===== src/rtl/wbps_pkg.sv =====
// Shared types and constants for the wildcard byte pattern search unit.
// Depends on nothing; imported by the top level.
package wbps_pkg;

    localparam int PATTERN_MAX = 16;
    localparam int ADDR_W      = 48;
    localparam int LEN_W       = 5;
    localparam int POS_W       = $clog2(PATTERN_MAX);
    localparam int PWDATA_W    = 64;
    localparam int PADDR_W     = 6;
    localparam int REG_SEL_W   = 3;

    typedef logic [7:0]          byte_t;
    typedef logic [ADDR_W-1:0]   addr_t;
    typedef logic [LEN_W-1:0]    len_t;
    typedef logic [POS_W-1:0]    pos_t;
    typedef logic [PWDATA_W-1:0] word_t;
    typedef logic [REG_SEL_W-1:0] reg_sel_t;

    // Register select codes, taken from paddr[5:3].
    localparam reg_sel_t REG_PATTERN_LOW  = 3'd0;
    localparam reg_sel_t REG_PATTERN_HIGH = 3'd1;
    localparam reg_sel_t REG_WILDCARD     = 3'd2;
    localparam reg_sel_t REG_LENGTH       = 3'd3;
    localparam reg_sel_t REG_REGION_BASE  = 3'd4;

    localparam addr_t ADDR_MAX = {ADDR_W{1'b1}};

endpackage


===== src/rtl/wildcard_byte_pattern_search_unit.sv =====
// Wildcard byte pattern search unit: top level, window, compare and result path.
// Depends on wbps_pkg (types, register codes, widths).
//
// Streams a memory region one byte per item and reports the leftmost window of
// pattern_length bytes that equals the configured pattern, where wildcard_mask
// bits mark positions that match any byte. One result item per region: found=1
// with region_base plus the match offset at the first match, or found=0 with
// address 0 on the final byte when no window matched. After a match the rest of
// the region is consumed silently; the final byte always closes the region and
// clears the window and count. The block takes one item every cycle: the byte
// window, count and all 16 compares are updated together, and the result goes
// to an output register backed by one skid entry, so input is held off only
// while both are full. Registers sit at byte address 8*i on the APB port
// (64-bit data) and may be written only while the block is idle; a
// pattern_length of 0 acts as 1 and values above 16 act as 16.
module wildcard_byte_pattern_search_unit
    import wbps_pkg::*;
(
    input  logic          clk,
    input  logic          rst_n,
    // byte stream
    input  logic          in_valid,
    output logic          in_stall,
    input  byte_t         data_byte,
    input  logic          last_byte,
    // results
    output logic          out_valid,
    input  logic          out_stall,
    output logic          found,
    output addr_t         match_address,
    // configuration
    input  logic          psel,
    input  logic          penable,
    input  logic          pwrite,
    input  logic [PADDR_W-1:0] paddr,
    input  word_t         pwdata,
    output word_t         prdata,
    output logic          pready
);

    // Configuration registers
    word_t                  pattern_low_reg;
    word_t                  pattern_high_reg;
    logic [PATTERN_MAX-1:0] wildcard_reg;
    len_t                   length_reg;
    addr_t                  region_base_reg;

    // Region state
    byte_t                  window_reg [PATTERN_MAX];
    addr_t                  bytes_seen_reg;
    logic                   reported_reg;

    // Output register and skid entry
    logic                   out_valid_reg;
    logic                   out_found_reg;
    addr_t                  out_addr_reg;
    logic                   skid_valid_reg;
    logic                   skid_found_reg;
    addr_t                  skid_addr_reg;

    // Datapath
    logic                   accept;
    logic                   cfg_write;
    reg_sel_t               reg_sel;
    byte_t                  window_next [PATTERN_MAX];
    pos_t                   len_m1;
    len_t                   len_full;
    addr_t                  bytes_seen_next;
    logic                   hit;
    logic                   res_valid;
    addr_t                  res_addr;
    logic                   out_free;

    assign pready    = 1'b1;
    assign reg_sel   = paddr[PADDR_W-1 -: REG_SEL_W];
    assign cfg_write = psel && penable && pwrite;
    assign accept    = in_valid && !in_stall;
    assign in_stall  = skid_valid_reg;
    assign out_free  = !out_valid_reg || !out_stall;

    assign out_valid     = out_valid_reg;
    assign found         = out_found_reg;
    assign match_address = out_addr_reg;

    // Register read back
    always_comb
    begin
        case (reg_sel)
            REG_PATTERN_LOW:  prdata = pattern_low_reg;
            REG_PATTERN_HIGH: prdata = pattern_high_reg;
            REG_WILDCARD:     prdata = PWDATA_W'(wildcard_reg);
            REG_LENGTH:       prdata = PWDATA_W'(length_reg);
            REG_REGION_BASE:  prdata = PWDATA_W'(region_base_reg);
            default:          prdata = '0;
        endcase
    end

    // Clamp the pattern length into 1..PATTERN_MAX, kept as length minus one
    always_comb
    begin
        if (length_reg == '0)
            len_m1 = '0;
        else if (length_reg > len_t'(PATTERN_MAX))
            len_m1 = pos_t'(PATTERN_MAX - 1);
        else
            len_m1 = pos_t'(length_reg - len_t'(1));
        len_full = len_t'(len_m1) + len_t'(1);
    end

    // Window with the new byte shifted in: entry k is the byte k items ago
    always_comb
    begin
        window_next[0] = data_byte;
        for (int i = 1; i < PATTERN_MAX; i++)
            window_next[i] = window_reg[i-1];
    end

    // Saturating byte count
    assign bytes_seen_next = (bytes_seen_reg == ADDR_MAX) ? bytes_seen_reg
                                                          : bytes_seen_reg + addr_t'(1);

    // Compare every pattern position against its window byte in parallel.
    // Pattern byte k lines up with window entry len-1-k.
    always_comb
    begin
        logic [2*PWDATA_W-1:0] pattern_all;
        pos_t                  kpos;
        pos_t                  wpos;
        logic                  ok;

        pattern_all = {pattern_high_reg, pattern_low_reg};
        ok = (bytes_seen_next >= addr_t'(len_full));
        for (int k = 0; k < PATTERN_MAX; k++)
        begin
            kpos = pos_t'(k);
            wpos = len_m1 - kpos;
            if ((kpos <= len_m1) && !wildcard_reg[k]
                && (window_next[wpos] != pattern_all[8*k +: 8]))
                ok = 1'b0;
        end
        hit = ok && !reported_reg;
    end

    // Match start address; zero when the region closes without a match
    assign res_addr  = hit ? (region_base_reg + (bytes_seen_next - addr_t'(len_full)))
                           : '0;
    assign res_valid = accept && !reported_reg && (hit || last_byte);

    // Configuration writes
    always_ff @(posedge clk or negedge rst_n)
    begin
        if (!rst_n)
        begin
            pattern_low_reg  <= '0;
            pattern_high_reg <= '0;
            wildcard_reg     <= '0;
            length_reg       <= len_t'(1);
            region_base_reg  <= '0;
        end
        else if (cfg_write)
        begin
            case (reg_sel)
                REG_PATTERN_LOW:  pattern_low_reg  <= pwdata;
                REG_PATTERN_HIGH: pattern_high_reg <= pwdata;
                REG_WILDCARD:     wildcard_reg     <= pwdata[PATTERN_MAX-1:0];
                REG_LENGTH:       length_reg       <= pwdata[LEN_W-1:0];
                REG_REGION_BASE:  region_base_reg  <= pwdata[ADDR_W-1:0];
                default:          ;
            endcase
        end
    end

    // Region state: advance on each item until a match, clear at region end
    always_ff @(posedge clk or negedge rst_n)
    begin
        if (!rst_n)
        begin
            for (int i = 0; i < PATTERN_MAX; i++)
                window_reg[i] <= '0;
            bytes_seen_reg <= '0;
            reported_reg   <= 1'b0;
        end
        else if (accept)
        begin
            if (last_byte)
            begin
                for (int i = 0; i < PATTERN_MAX; i++)
                    window_reg[i] <= '0;
                bytes_seen_reg <= '0;
                reported_reg   <= 1'b0;
            end
            else if (!reported_reg)
            begin
                for (int i = 0; i < PATTERN_MAX; i++)
                    window_reg[i] <= window_next[i];
                bytes_seen_reg <= bytes_seen_next;
                reported_reg   <= hit;
            end
        end
    end

    // Output register with one skid entry. A result lands in the skid entry
    // only when the output register is full and stalled; input is held off
    // while the skid entry is occupied.
    always_ff @(posedge clk or negedge rst_n)
    begin
        if (!rst_n)
        begin
            out_valid_reg  <= 1'b0;
            skid_valid_reg <= 1'b0;
        end
        else if (out_free)
        begin
            if (skid_valid_reg)
            begin
                out_valid_reg  <= 1'b1;
                skid_valid_reg <= 1'b0;
            end
            else
                out_valid_reg <= res_valid;
        end
        else if (res_valid)
            skid_valid_reg <= 1'b1;
    end

    always_ff @(posedge clk)
    begin
        if (out_free)
        begin
            if (skid_valid_reg)
            begin
                out_found_reg <= skid_found_reg;
                out_addr_reg  <= skid_addr_reg;
            end
            else if (res_valid)
            begin
                out_found_reg <= hit;
                out_addr_reg  <= res_addr;
            end
        end
        else if (res_valid)
        begin
            skid_found_reg <= hit;
            skid_addr_reg  <= res_addr;
        end
    end

endmodule


===== config.mk =====
export PLATFORM = sky130hd
export DESIGN_NAME = wildcard_byte_pattern_search_unit
export DESIGN_NICKNAME = d
export VERILOG_FILES = /design/src/rtl/wbps_pkg.sv /design/src/rtl/wildcard_byte_pattern_search_unit.sv
export SDC_FILE = /design/constraint.sdc
export NUM_CORES = 1
export LEC_CHECK = 0
export BUFFER_PORTS_ARGS = -buffer_cell sky130_fd_sc_hd__buf_4
export CAP_MARGIN = 20
export CORE_ASPECT_RATIO = 1.25
export CORE_MARGIN = 1
export CORE_UTILIZATION = 35
export CTS_CLUSTER_DIAMETER = 150
export DETAILED_ROUTE_END_ITERATION = 16
export PLACE_DENSITY_LB_ADDON = 0.08
export SETUP_SLACK_MARGIN = 0.4
export SYNTH_ARGS = -nofsm -noshare
export SYNTH_HDL_FRONTEND = slang
export SYNTH_SLANG_ARGS = --single-unit
export TNS_END_PERCENT = 1

===== constraint.sdc =====
create_clock -name clk -period 26.1 [get_ports clk]
set_input_delay 1.305 -clock clk [delete_from_list [all_inputs] [get_ports clk]]
set_output_delay 1.305 -clock clk [all_outputs]
set_load 0.03 [all_outputs]

==> impl_metrics.yaml <==
logic_synthesis:
  synth_seq_cells: 466
  synth_top_area_share_pct: 27.8
  syn-num-nets: 3485
  synth_adder_area_share_pct: 4.36
  synth_edf_count: 98
  synthDistinctLibCells: 84
  synth_simple_gate_area_share_pct: 10.9
  synthXorXnorAreaFrac_pct: 5.88
  yosysTopAreaCell: "dfrtp_1"
  synth_cells: 3287
  synthMuxAreaShare_pct: 20.4
  synth_ff_type: "dfrtp_1"
  synth_warnings: 0
  seq_area_frac_synth_pct: 36.7
  synth_compound_area_share_pct: 16.8
  syn_area_sq_mm: 0.0331
  synth.top_cells.by_area: "dfrtp_1 (28%), mux2i_1 (9.1%), edfxtp_1 (8.9%), mux4_2 (6.1%), mux2_2 (5.1%)"
  syn_area_per_cell_sq_um: 10.1
  synth_top_family_by_area: "multiplexers"
  synthArstFlopShare_pct: 79.0
floorplan:
  die_height_microns: 346
  die_w_microns: 277
  pin_count: 202
  start_util_pct: 35.5
  core_sq_mm: 0.0932
  die_area_sq_mm: 0.0957
  num_rows: 125
clock_tree:
  cts_tree: "built"
  h-tree-depth: 2
  clk_path_buf_depth: 3
  cts_setup_buffers: 0
  cts_resized: 0
  clock_sinks: 466
  hold_buffers: 0
  cts_made_buffers: 55
  clock_latency_ns: 0.65
  clk_pin_slew_ns: 0.07
  root_buffer: "clkbuf_16"
timing:
  rsz0062_at_grt: "false"
  clock_skew_ns: 0.0197
  timing.setup.tns_ns: 0
  max_freq_mhz: 119
  layout_min_cycle_time_ns: 8.37
  slew_viol_final: 0
  post-route-period-util_pct: 32.1
  worst_slew_pin_slew_ns: 1.14
  max_slew_margin_pct: 21.9
  setup_viol: 0
  hold_viol_final: 0
place:
  place_congestion: 0.963
  hpwl_mm: 94.7
  port_buffers: 197
critical_path:
  crit_path_frequent_cell: "buf_4"
  worstPathRequired_ns: 26.46
  critPathLaunchType: "flip-flop"
  crit_path_cell_trace: "inv_1, ha_1, nor3b_4, buf_4, a21oi_4, inv_4, buf_4, buf_4, mux2i_1, mux2i_1, mux4_2, xor2_1, nor4_2, a211oi_1, a2111oi_0, nand4_1, buf_4, buf_4, o41ai_1"
  worstPathMaxFanout: 53
  cp-end-kind: "flip-flop"
  crit_arrival_ns: 8.73
  critical_path_class: "reg2reg"
  max_stage_delay_ns: 0.84
  crit_path_top_delay_cell: "nor4_2"
route:
  drt_iter0_drc: 2354
  wl_per_cell_microns: 26.9
  vias: 26900
  drc_errors: 0
  avgViaCountPerCell: 5.81
  antenna_left: 0
  drtPass1Iterations: 5
  routed_wl_mm: 125
grt:
  grt_start_max_net_pins: 151
  grt_pass1_wl_mm: 183
  first_global_vias: 26600
  grtUsageTotal_pct: 25.6
  grt_overflow: 0
  antenna_found_initial: 2
status:
  status: "finished, final reports clean"
finish:
  syn2layout_area_growth_pct: 14.5
  largest_reg_flops: 120
  fill_cells: 9151
  drive_gt1_share_pct: 20.3
  nets: 3578
  final_util_pct: 40.6
flow_run:
  cap_violations: 0
worst_hold_path:
  hold_class: "reg2reg"
power_and_ir_drop:
  p_per_area_mw_per_mm2: 96.7
  p_leak_nw: 16.9
  peakVddDrop_mv: 0.0657
==> stage by stage <==
step	instances	total power, mW	worst slack (ns)	area, sq um	hold slack (ns)
after global routing	4632	3.85	17.22	37900	0.537
after CTS	4628	3.68	17.59	37800	0.520
final	4633	3.66	17.73	37900	0.518
after global placement	4525	2.77	17.76	35800	0.471
after detailed placement	4525	2.79	17.61	35800	0.504
after floorplan	3287	2.17	15.05	33100	0.455
==> per-layer routing <==
| metal | part of all wire (%) | global-route usage [%] |
|---|---|---|
| met2 | 49 | 43.7 |
| met1 | 41 | 31.5 |
| met3 | 4.0 | 2.92 |
| met4 | 5.9 | 13.8 |
| met5 | 0 | 0 |
==> cells by family (layout without fill, tap and decap cells) <==
kind of cell / count (synthesis) / count (layout)
DFF: 466 / 466
and+or+nand+nor: 747 / 747
buffers and inverters: 416 / 555
other: 1 / 2
xor gates and xnor gates: 218 / 218
adders and majority gates: 113 / 113
muxes: 543 / 543
AOI/OAI and AO/OA: 783 / 783
==> layout make-up <==
cell class	count	area, sq um	share of cell area (%)
antenna	1	2.50	0.00661
clock buffer	63	1470	3.88
timing repair buffer	265	2030	5.37
inverter	187	704	1.86
clock inverter	40	558	1.47
sequential	466	12200	32.1
tap	1206	1510	3.98
multi-input combinational	2405	19400	51.3
==> path summary, 6_finish.rpt <==
| kind | from | endpoint | slack, ns | cells after the start |
|---|---|---|---|---|
| hold / removal | skid_addr_reg[2] | match_address[2] | 0.52 | 2 |
| min in group asynchronous | rst_n | pattern_high_reg[54] | 0.66 | 1 |
| max in group asynchronous | rst_n | window_next[35] | 23.93 | 2 |
| hold reg to reg | skid_addr_reg[2] | match_address[2] | 0.52 | 2 |
| setup reg to reg | length_reg[0] | match_address[21] | 17.73 | 19 |
| setup / recovery | length_reg[0] | match_address[21] | 17.73 | 19 |
==> synthesized netlist by cell type (40+ instances only) <==
cell type,n
dfrtp_1,367
mux2i_1,302
nand2_1,235
inv_1,181
o21ai_0,172
nor2_1,171
clkbuf_1,166
mux2_2,151
a21oi_1,148
a22o_1,138
xnor2_1,113
ha_1,108
xor2_1,102
nor3_1,101
edfxtp_1,98
mux4_2,90
a21o_1,56
a211oi_1,51
nand3_1,40
==> worst max-delay path: cells and delay by family (launching register included) <==
family                   cells  cell delay (ns)
XOR/XNOR                     1             0.17
AND/OR/NAND/NOR              3             1.49
multiplexers                 3             1.21
adder cells (fa/ha/maj)      1             0.34
buffers and inverters        7             2.85
AO/OA/AOI/OAI                4             1.35
flip-flops                   1             0.50
==> power breakdown <==
part	internal, mW	total (mW)	switching (mW)
logic	0.724	1.88	1.16
clock network	0.525	0.872	0.348
registers	0.817	0.910	0.0921
==> cell usage in the layout (no fill, tap or decap), types with 12 or more instances in the layout <==
master and count:
and3b_1 16, bufinv_16 12, ha_1 108, xnor2_1 110
nor2_1 169, a31oi_1 13, o21ai_0 172, nor3_1 97
and3_1 18, o41ai_1 32, o31ai_1 15, mux4_2 90
dfrtp_1 366, clkbuf_16 56, nand3_1 39, a22o_1 138
nand4_1 30, xor2_1 102, a22oi_1 34, mux2i_1 302
a221o_1 12, nand2_1 234, nor4_1 16, nand2b_1 14
buf_4 260, a21oi_1 148, mux2_2 151, or3_1 14
inv_1 180, o21bai_1 12, a31o_2 17, edfxtp_1 98
a211oi_1 51, a21o_1 55, and2_1 33, or2_2 13
o41ai_2 21
Power figures use the tool's default switching activity.
